[src/rtl/sx3_pkg.sv]
// Shared types and constants of the Sobel-X 3x3 stream convolution.
// Used by every module of the block but sx3_ram; depends on nothing.
package sx3_pkg;

  localparam int PIX_W     = 16;
  localparam int VAL_W     = 20;
  localparam int CFG_W     = 11;
  localparam int OUT_DEPTH = 4;
  localparam int OUT_AW    = 2;
  localparam int OUT_CW    = 3;

  typedef enum logic {
    REG_FRAME_WIDTH  = 1'b0,
    REG_FRAME_HEIGHT = 1'b1
  } cfg_reg_t;

  typedef enum logic {
    REQ_PIXEL = 1'b0,
    REQ_DRAIN = 1'b1
  } req_type_t;

  typedef logic signed [PIX_W-1:0] pix_t;

  typedef struct packed {
    req_type_t req_type;
    pix_t      pixel;
  } in_item_t;

  typedef struct packed {
    logic signed [VAL_W-1:0] value;
    logic                    last_in_frame;
  } out_item_t;

  typedef struct packed {
    logic emit;
    logic last;
    logic row_top;
    logic row_bot;
    logic col_left;
    logic col_right;
  } pos_t;

  typedef struct packed {
    pos_t       pos;
    pix_t [2:0] left;
    pix_t [2:0] right;
  } win_t;

endpackage

[src/rtl/sx3_kernel.sv]
// Sobel-X sum over the masked window and the output item queue.
// Depends on sx3_pkg.
module sx3_kernel
  import sx3_pkg::*;
(
  input  logic      clk,
  input  logic      rst_n,
  input  win_t      win,
  input  logic      s1_emit,
  input  logic      out_ready,
  output logic      out_valid,
  output out_item_t out_data,
  output logic      room
);

  out_item_t          fifo_r [OUT_DEPTH];
  logic [OUT_AW-1:0]  wptr_r, wptr_nxt;
  logic [OUT_AW-1:0]  rptr_r, rptr_nxt;
  logic [OUT_CW-1:0]  cnt_r, cnt_nxt;
  logic [OUT_CW-1:0]  occ;

  logic signed [PIX_W:0]   d [3];
  logic signed [VAL_W-1:0] sum;
  logic                    row_en [3];
  logic                    push, pop;
  out_item_t               item;

  always_comb begin
    row_en[0] = win.pos.row_top;
    row_en[1] = 1'b1;
    row_en[2] = win.pos.row_bot;
    for (int r = 0; r < 3; r++) begin
      d[r] = '0;
      if (row_en[r] && win.pos.col_right) begin
        d[r] = d[r] + (PIX_W+1)'($signed(win.right[r]));
      end
      if (row_en[r] && win.pos.col_left) begin
        d[r] = d[r] - (PIX_W+1)'($signed(win.left[r]));
      end
    end
    sum = VAL_W'(d[0]) + (VAL_W'(d[1]) <<< 1) + VAL_W'(d[2]);
    item.value         = sum;
    item.last_in_frame = win.pos.last;
  end

  always_comb begin
    push      = win.pos.emit;
    out_valid = (cnt_r != '0);
    pop       = out_valid && out_ready;
    wptr_nxt  = push ? wptr_r + OUT_AW'(1) : wptr_r;
    rptr_nxt  = pop ? rptr_r + OUT_AW'(1) : rptr_r;
    cnt_nxt   = cnt_r + OUT_CW'(push) - OUT_CW'(pop);
    occ       = cnt_r + OUT_CW'(s1_emit) + OUT_CW'(win.pos.emit);
    room      = (occ < OUT_CW'(OUT_DEPTH));
    out_data  = fifo_r[rptr_r];
  end

  always_ff @(posedge clk) begin
    if (!rst_n) begin
      wptr_r <= '0;
      rptr_r <= '0;
      cnt_r  <= '0;
    end else begin
      wptr_r <= wptr_nxt;
      rptr_r <= rptr_nxt;
      cnt_r  <= cnt_nxt;
    end
  end

  always_ff @(posedge clk) begin
    if (push) begin
      fifo_r[wptr_r] <= item;
    end
  end

endmodule

[config.mk]
export PLATFORM = sky130hd
export DESIGN_NAME = sx3_kernel
export DESIGN_NICKNAME = d
export VERILOG_FILES = /design/src/rtl/sx3_pkg.sv /design/src/rtl/sx3_kernel.sv
export SDC_FILE = /design/constraint.sdc
export NUM_CORES = 1
export LEC_CHECK = 0
export BUFFER_PORTS_ARGS = -buffer_cell sky130_fd_sc_hd__buf_2
export CORE_MARGIN = 4
export CORE_UTILIZATION = 45
export DETAILED_ROUTE_END_ITERATION = 10
export PLACE_DENSITY = 0.66
export SYNTH_ARGS = -nofsm -noshare
export SYNTH_HDL_FRONTEND = slang
export SYNTH_SLANG_ARGS = --single-unit
[constraint.sdc]
create_clock -name clk -period 15.1 [get_ports clk]
set_input_delay 1.51 -clock clk [delete_from_list [all_inputs] [get_ports clk]]
set_output_delay 1.51 -clock clk [all_outputs]
set_load 0.02 [all_outputs]
==> results of run 1 <==
==> routing by layer <==
metal | share of wire | routed length (microns) | vias up
li1 | - | - | 3086
met1 | 0.48 | 8393 | 2765
met2 | 0.47 | 8277 | 144
met3 | 0.040 | 700 | 16
met4 | 0.012 | 205 | 0
met5 | 0 | 0 | -
==> cells in the final DEF, fill, tap and decap left out, drive strengths merged, types with 3 or more instances in the layout <==
master and n:
and3 34, mux2i 10, a31oi 6, a21o 17, clkinv 3, a21boi 7
nand4 6, a21oi 57, ha 72, o31ai 5, buf 130, o21bai 8
mux4 21, and2 32, xnor2 40, a2111oi 6, nand2b 13, nand3 6
o21ai 28, o21a 15, or3 4, edfxtp 84, a22oi 9, nor3 10
inv 104, o22ai 4, clkbuf 12, a211oi 9, nor2b 12, dfxtp 9
fa 22, nor2 50, nand2 38, xor2 13
==> kinds of logic after synthesis <==
group	synth area share
buf+inv	0.05998
simple gates	0.1350
compound gates	0.1626
mux	0.07230
xor+xnor	0.05856
flops	0.3410
fa+ha+maj	0.1706
==> metrics by stage <==
stage / setup slack [ns] / utilization
2_1_floorplan: 9.029 / -
3_3_place_gp: 8.521 / 0.5075
3_5_place_dp: 8.493 / 0.5075
4_1_cts: 8.833 / 0.5220
5_1_grt: 8.296 / 0.5220
6_report: 8.824 / 0.5220
==> flip-flops by register name, summed over array words and instances, names as in the netlist, named ones only <==
name	cells
wptr_r	2
rptr_r	2
cnt_r	3
fifo_r	84
==> worst min-delay path: cells and delay by family (launching register included) <==
family           cells  cell delay [ns]
multiplexers         1             0.14
AND/OR/NAND/NOR      1             0.06
flip-flops           1             0.34
==> power by group through the flow <==
stage	logic (mW)	registers (mW)	clock network, mW
3_5_place_dp	0.431	0.375	0
3_3_place_gp	0.427	0.374	0
4_1_cts	0.433	0.370	0.197
5_1_grt	0.480	0.373	0.209
2_1_floorplan	0.329	0.362	0
6_report	0.429	0.368	0.193
==> layout make-up <==
class,count,share of cell area
repair buffers,130,0.07262
multi-input cells,575,0.5259
clock buffers,12,0.02619
flip-flops and latches,93,0.2993
well taps,225,0.03118
inverters,104,0.04324
clock inverters,3,0.001524
==> final timing paths <==
path,depth (start not counted),end,start,slack [ns]
worst max-delay path,23,fifo_r[2][18],win[96],8.82
worst min-delay path,2,wptr_r[1],wptr_r[1],0.58
worst max register to register,10,cnt_r[2],cnt_r[0],12.78
worst min register to register,2,wptr_r[1],wptr_r[1],0.58
==> impl_metrics.json, run 1 <==
{
  "tightestPinTransition_ns": 1.130,
  "synth_top_area_cell": "edfxtp_1",
  "htreeDepth": 3,
  "dieArea_sq_um": 19800,
  "slowest_delay_ns": 0.54,
  "fin_area_sq_um": 9029,
  "cts_resized": 0,
  "synth_flop_cell": "edfxtp_1",
  "fmax_mhz": 159.3,
  "seq_area_frac_synth": 0.3410,
  "fin_worst_skew_ns": 0.003237,
  "hold_violations": 0,
  "clock_sinks": 93,
  "layoutNonFillerInstCount": 1142,
  "synth_most_common_cell": "inv_1",
  "outcome": "complete, no violations",
  "tns_ns": 0,
  "use_met1": 0.2443,
  "grt_pass1_wl_mm": 28.64,
  "dp_cells": 1127,
  "cp_top_family": "compound AO/OA/AOI/OAI gates",
  "post_drt_wl_per_cell_microns": 15.39,
  "clockPowerShare": 0.195,
  "power.density_nw_per_um2": 109.6,
  "max-cap-violations": 0,
  "p_sw_mw": 0.3446,
  "n_fill_cell": 1625,
  "timing.final.crit_period_ns": 6.276,
  "area_growth_pct": 13.91,
  "root_buffer": "clkbuf_16",
  "critPathBufInv": 3,
  "core_area_sq_um": 17300,
  "hold_buffers": 0,
  "path_class": "in2reg",
  "cts_buffers": 9,
  "synthTopCellsByArea": "edfxtp_1 32%, ha_1 11%, mux4_2 6.0%, fa_1 5.6%, inv_1 4.9%",
  "syn-num-nets": 994,
  "yosys.area.top_type_share": 0.3182,
  "p_leak_nw": 4.135,
  "routabilityCongestion": 0.9044,
  "grt_use_met2": 0.3039,
  "path_clk_slew_ns": 0.06,
  "synthCells": 794,
  "drt_iter0_drc": 300,
  "crit_arrival_ns": 6.41,
  "io_pins": 129,
  "grt_most_used_layer": "met2",
  "first_global_vias": 5989,
  "gr-total-overflow": 0,
  "initial_utilization": 0.4583,
  "yosys-top-cells-count": "104 x inv_1, 84 x edfxtp_1, 72 x ha_1, 55 x a21oi_1, 50 x nor2_1",
  "worstPathMaxFanout": 48,
  "worst_setup_path_start_kind": "primary input",
  "syn_avg_cell_area_sq_um": 9.983,
  "p_int_mw": 0.6449,
  "clk_path_buf_depth": 2,
  "clock_latency_ns": 0.33,
  "drv_slew": 0,
  "antenna_found_initial": 0,
  "hold_class": "reg2reg",
  "p_comb_frac": 0.433,
  "seqPwrFrac": 0.372,
  "vias_per_cell": 5.264,
  "drc": 0,
  "synth.distinct_cells": 60,
  "row_count": 48,
  "path_cells": "buf_2 > nand2_1 > ha_1 > inv_1 > fa_1 > a21o_1 > a21oi_2 > o21ai_2 > a2111oi_4 > nor2_1 > xnor2_1 > nor2_1 > a21oi_1 > fa_1 > inv_1 > ha_1 > a21o_1 > a21o_1 > a21oi_1 > a21oi_1 > a311o_1 > a21oi_2 > xnor2_1",
  "die_h_microns": 140.7,
  "drt-total-wl_mm": 17.58,
  "drive_above_1_share": 0.1919,
  "crit_required_ns": 15.23,
  "cts_tree": "done",
  "fp.dieW_microns": 140.7,
  "antenna_cells": 0,
  "whs_ns": 0.5793,
  "grt_max_degree": 49,
  "post-dp-hpwl_mm": 13.91,
  "placed_area_sq_um": 8778,
  "grt_usage": 0.1778,
  "rsz0062_at_grt": "no",
  "met3_usage": 0.02205,
  "final-setup-viol-count": 0,
  "async_reset_ff_frac": 0,
  "netlist_area_sq_um": 7926,
  "p_sw_frac": 0.3482,
  "vdd_drop_max_uv": 107.1,
  "antenna_left": 0,
  "ys_seq_elements": 93,
  "synth_edf_count": 84,
  "multi_input_area_sq_um": 4748,
  "slew_headroom": 0.2468,
  "p_total_mw": 0.9895,
  "nNetsFinal": 1113,
  "period_share": 0.4156,
  "vias": 6011,
  "dr.pass1.iters": 5,
  "cp-end-kind": "flop",
  "synth_warnings": 0,
  "ff_latch_area_sq_um": 2703,
  "crit_path_top_delay_cell": "fa_1",
  "postCtsSetupBuffers": 0,
  "port_buffers": 128
}
Note: power is estimated with default switching activity, not from simulation.
==> run 2: changes to the inputs <==
Settings changed: ABC_AREA from default to 1.
Clock period 15.1 ns to 6.4 ns, I/O delays scaled along.
==> run 2 against run 1 <==
Net effect: non-clock buffer count is the same; die area grew 5.9%; synthesized area grew 6.2%; worst hold slack lost 0.12 ns; sequential share of layout area shrank 1.5 points; global-route usage grew 2.5 points; largest power group unchanged; cell area grew 5.4%; total power grew 140%; utilization grew 0.072 points; clock skew grew 0.0014 ns; routed wire length grew 22%; highest routed layer unchanged.
==> impl_metrics.json, run 2 <==
{
  "outcome": "complete, no violations",
  "antenna_left": 0,
  "routabilityCongestion": 0.9361,
  "netlist_area_sq_um": 8421,
  "crit_required_ns": 6.52,
  "largest_reg_flops": 84,
  "cp-end-kind": "flop",
  "synthAdderAreaFrac": 0.1593,
  "synth_compound_area_frac": 0.1541,
  "port_buffers": 128,
  "tns_ns": 0,
  "initial_utilization": 0.4624,
  "fin_worst_skew_ns": 0.004649,
  "worstPathMaxFanout": 21,
  "muxShareOfSynthArea": 0,
  "antenna_cells": 0,
  "core_area_sq_um": 18210,
  "final_common_cell": "nand2_1",
  "period_share": 0.7741,
  "path_clk_slew_ns": 0.06,
  "timing.final.crit_period_ns": 4.954,
  "synth_top_area_cell": "edfxtp_1",
  "synth_most_common_cell": "nand2_1",
  "fmax_mhz": 201.8,
  "root_buffer": "clkbuf_16",
  "area_growth_pct": 13.03,
  "final-setup-viol-count": 0,
  "hold_class": "reg2reg",
  "dr.pass1.iters": 5,
  "post_drt_wl_per_cell_microns": 14.16,
  "synthTopCellsByArea": "edfxtp_1 30%, ha_1 11%, nand2_1 10%, inv_1 10%, o21ai_0 6.2%",
  "synth_xor_xnor_area_share": 0.02808,
  "clk_path_buf_depth": 2,
  "htreeDepth": 3,
  "ff_latch_area_sq_um": 2703,
  "vias_per_cell": 5.107,
  "reg2reg_from": "cnt_r[1]",
  "async_reset_ff_frac": 0,
  "grt_usage": 0.2033,
  "syn_avg_cell_area_sq_um": 7.253,
  "postCtsSetupBuffers": 0,
  "grt_max_degree": 44,
  "synth-simple-area-share": 0.2224,
  "max-cap-violations": 0,
  "synthCells": 1161,
  "synth_flop_cell": "edfxtp_1",
  "cts_resized": 0,
  "fin_area_sq_um": 9518,
  "multi_input_area_sq_um": 4748,
  "clock_sinks": 93,
  "vdd_drop_max_uv": 133.9,
  "vias": 7716,
  "p_leak_nw": 4.988,
  "synth_warnings": 0,
  "nNetsFinal": 1477,
  "utilization": 0.5227,
  "synth_top_family_by_area": "simple AND/OR/NAND/NOR gates",
  "clock_latency_ns": 0.34,
  "whs_ns": 0.4552,
  "hold_buffers": 0,
  "io_pins": 129,
  "cts_tree": "done",
  "hold_violations": 0,
  "drt-total-wl_mm": 21.39,
  "final_cell_mix": "231 x nand2_1, 229 x inv_1, 128 x buf_2",
  "regMostFlops": "fifo_r",
  "slew_headroom": 0.1873,
  "yosys-top-cells-count": "231 x nand2_1, 229 x inv_1, 121 x nor2_1, 105 x o21ai_0, 84 x edfxtp_1",
  "row_count": 49,
  "drc": 0,
  "antenna_found_initial": 0,
  "rsz0062_at_grt": "no",
  "ys_seq_elements": 93,
  "drv_slew": 0,
  "min_from": "cnt_r[2]",
  "worst_setup_path_start_kind": "primary input",
  "seq_area_frac_synth": 0.3210,
  "post-dp-hpwl_mm": 16.99,
  "yosys.area.top_type_share": 0.2996,
  "die_h_microns": 144.8,
  "synth_edf_count": 84,
  "syn-num-nets": 1361,
  "power.density_nw_per_um2": 249.4,
  "fp.dieW_microns": 144.8,
  "grt_pass1_wl_mm": 34.09,
  "reg_top3": "fifo_r: 84 flops, cnt_r: 3 flops",
  "n_fill_cell": 1834,
  "drt_iter0_drc": 471,
  "path_class": "in2reg",
  "crit_arrival_ns": 5.08,
  "gr-total-overflow": 0,
  "cts_buffers": 9,
  "placed_area_sq_um": 9260,
  "synth.distinct_cells": 37,
  "tightestPinTransition_ns": 1.218,
  "crit_path_start": "win[96]",
  "first_global_vias": 7149,
  "dieArea_sq_um": 20970,
  "drive_above_1_share": 0.1217
}
-- run 2: cell types whose count changed in the layout (fill, tap and decap cells not counted), sizes merged, moves of 32 or more --
cell | previous run | this run
and2 | 32 | 0
and3 | 34 | 0
inv | 104 | 231
nand2 | 38 | 235
nand3 | 6 | 70
nor2 | 50 | 121
o21ai | 28 | 110
xnor2 | 40 | 3
-- run 2: through the flow --
stage | setup slack, ns | power (mW) | std cells
finish | 1.446 | 2.374 | 1511
global route | 0.8541 | 2.555 | 1511
CTS | 1.456 | 2.387 | 1511
detailed placement | 1.116 | 1.926 | 1495
global placement | 1.179 | 1.907 | 1495
floorplan | 1.916 | 1.612 | 1161
-- run 2: final timing paths --
path                            cells after the start  slack (ns)             to
worst max-delay path                               25        1.45  fifo_r[1][18]
worst min-delay path                                1        0.46       cnt_r[2]
worst max register to register                     12        4.33       cnt_r[2]
worst min register to register                      1        0.46       cnt_r[2]
-- run 2: worst max-delay path, cell delays in order --
cell     delay, ns
buf_2         0.13
buf_4         0.27
nand2_2       0.25
nor2_1        0.28
ha_1          0.28
inv_1         0.05
nor2_1        0.03
o21ai_0       0.20
nand2_1       0.15
nand2_1       0.11
nand2_1       0.10
a21oi_1       0.13
o21ai_0       0.09
o21ai_0       0.08
inv_1         0.09
fa_1          0.53
inv_1         0.04
ha_1          0.34
nand2_1       0.10
o21ai_0       0.28
nor2_1        0.11
o21ai_1       0.20
nand2_1       0.11
o21ai_1       0.15
xor2_1        0.31
-- run 2: report_power, final --
part / total [mW] / switching [mW] / leakage (nW) / internal, mW
Sequential: 0.859 / 0.0274 / 0.847 / 0.831
Combinational: 1.06 / 0.709 / 4.01 / 0.346
Clock: 0.459 / 0.203 / 0.134 / 0.256
Total: 2.37 / 0.940 / 4.99 / 1.43
-- run 2: cells by family (layout without fill, tap and decap cells) --
family | after synthesis | after routing
and+or+nand+nor | 455 | 455
adders and majority gates | 94 | 94
AOI/OAI and AO/OA | 236 | 236
DFF | 93 | 93
xor gates and xnor gates | 27 | 27
buffers and inverters | 256 | 377
-- run 2: final cells by class --
cell class,instances,share of cell area
clock buffer,9,0.02366
clock inverter,7,0.003418
inverter,231,0.09110
multi-input combinational,812,0.4989
sequential,93,0.2839
tap,229,0.03010
timing repair buffer,130,0.06888
-- run 2: layer usage --
metal  GRT usage  part of all wire  up-vias
li1            -                 -     4025
met2      0.3359              0.45      223
met5           0                 0        -
met3     0.02399             0.056       20
met1      0.2812              0.47     3448
met4     0.06038             0.020        0
==> run 3: changes to the inputs <==
Clock period 6.4 ns to 4.95 ns, I/O delays scaled along.
==> run 3 against run 2 <==
Net effect: register-to-register slack lost 1.4 ns; flip-flop and latch count did not move; worst hold slack worse by 0.070 ns; routed wire length is 0.80% lower; sequential power grew 30%; die area unchanged; clock power up 45%; critical endpoint is now fifo_r[2][15]; largest power group unchanged.
==> impl_metrics.json, run 3 (synthesis gave the netlist of run 2 again) <==
{
  "outcome": "complete, no violations",
  "largest_reg_flops": 84,
  "tightestPinTransition_ns": 1.062,
  "post_drt_wl_per_cell_microns": 13.94,
  "utilization": 0.5297,
  "path_clk_slew_ns": 0.06,
  "critPathBufInv": 6,
  "drt-total-wl_mm": 21.22,
  "drc": 0,
  "crit_path_start": "win[96]",
  "drv_slew": 0,
  "ff2ff_path_depth": 12,
  "finalWorstSetupSlack_ns": 0.4795,
  "reg2reg_from": "cnt_r[1]",
  "vias": 7686,
  "row_count": 49,
  "routabilityCongestion": 0.9339,
  "drt_iter0_drc": 499,
  "cts_tree": "done",
  "drive_above_1_share": 0.1299,
  "crit_required_ns": 5.04,
  "slew_headroom": 0.2909,
  "crit_path_top_delay_cell": "fa_1",
  "clock_latency_ns": 0.34,
  "grt_max_degree": 43,
  "grt_usage": 0.2034,
  "vias_per_cell": 5.050,
  "antenna_cells": 0,
  "port_buffers": 128,
  "reg_top3": "fifo_r: 84 flops, cnt_r: 3 flops",
  "cts_buffers": 9,
  "nNetsFinal": 1488,
  "period_share": 0.9031,
  "fin_worst_skew_ns": 0.003851,
  "rrSetupSlack_ns": 2.91,
  "cp-end-kind": "flop",
  "dp_slack_ns": 0.1224,
  "worst_setup_path_start_kind": "primary input",
  "post-dp-hpwl_mm": 16.82,
  "hold_class": "in2reg",
  "crit_top_cell": "nand2_1",
  "slowest_delay_ns": 0.47,
  "timing.rr.end": "cnt_r[2]",
  "final_common_cell": "nand2_1",
  "worstPathMaxFanout": 8,
  "hold_violations": 0,
  "path_class": "in2reg",
  "fp.dieW_microns": 144.8,
  "crit_arrival_ns": 4.56,
  "initial_utilization": 0.4624,
  "fmax_mhz": 223.7,
  "gr-total-overflow": 0,
  "n_fill_cell": 1797,
  "antenna_found_initial": 0,
  "p_leak_nw": 5.050,
  "whs_ns": 0.3855,
  "clock_sinks": 93,
  "vdd_drop_max_uv": 192.8,
  "final-setup-viol-count": 0,
  "antenna_left": 0,
  "regMostFlops": "fifo_r",
  "htreeDepth": 3,
  "first_global_vias": 7186,
  "root_buffer": "clkbuf_16",
  "worst-path-stages": 25,
  "power.density_nw_per_um2": 325.6,
  "holdPathStages": 1,
  "die_h_microns": 144.8,
  "timing.final.crit_period_ns": 4.470,
  "core_area_sq_um": 18210,
  "clk_path_buf_depth": 2,
  "p_total_mw": 3.141,
  "area_growth_pct": 14.53,
  "cp_top_family": "adder cells",
  "final_cell_mix": "231 x nand2_1, 229 x inv_1, 128 x buf_2",
  "max-cap-violations": 0,
  "dieArea_sq_um": 20970,
  "io_pins": 129,
  "tns_ns": 0,
  "hold_buffers": 0,
  "dr.pass1.iters": 5,
  "grt_pass1_wl_mm": 34.20,
  "cp-endpoint": "fifo_r[2][15]",
  "rsz0062_at_grt": "no"
}
[run 3: changes by cell type in the layout (fill, tap and decap cells not counted), sizes merged]
| cell | previous run | this run |
|---|---|---|
| buf | 130 | 141 |
| bufinv | 0 | 1 |
| clkinv | 7 | 5 |
| clkinvlp | 0 | 1 |
[run 3: how the worst min path moves through the flow]
stage | from | endpoint | slack (ns)
global placement | cnt_r[2] | cnt_r[2] | 0.45
CTS | win[100] | fifo_r[3][0] | 0.37
global route | win[100] | fifo_r[3][0] | 0.38
detailed placement | rptr_r[1] | rptr_r[1] | 0.45
finish | win[100] | fifo_r[0][0] | 0.39
floorplan | cnt_r[2] | cnt_r[2] | 0.42
[run 3: per-stage QoR]
step	cell area, sq um	instances
global route	9644	1522
floorplan	8421	1161
CTS	9644	1522
global placement	9343	1506
detailed placement	9343	1506
finish	9644	1522
[run 3: final cells by class]
class	count	area, sq um	area share
inverters	231	867.1	0.08991
flip-flops and latches	93	2703	0.2802
clock buffers	9	225.2	0.02335
clock inverters	7	76.32	0.007914
repair buffers	141	738.2	0.07654
well taps	229	286.5	0.02971
multi-input cells	812	4748	0.4923
[run 3: power by group]
part	internal [mW]	switching, mW
clock network	0.392	0.272
logic	0.457	0.896
registers	1.07	0.0483
[run 3: per-layer routing]
| layer | vias to the layer above | track usage | routed length (microns) |
|---|---|---|---|
| li1 | 4042 | - | - |
| met1 | 3371 | 0.2771 | 9830 |
| met2 | 240 | 0.3422 | 9696 |
| met3 | 33 | 0.02169 | 1195 |
| met4 | 0 | 0.06136 | 497 |
| met5 | - | 0 | 0 |
[run 3: repair_timing]
| item | in CTS | in global routing |
|---|---|---|
| endpoints found under the setup margin | 0 | 4 |
| buffers inserted | 0 | 0 |
| resized for setup | 0 | 1 |
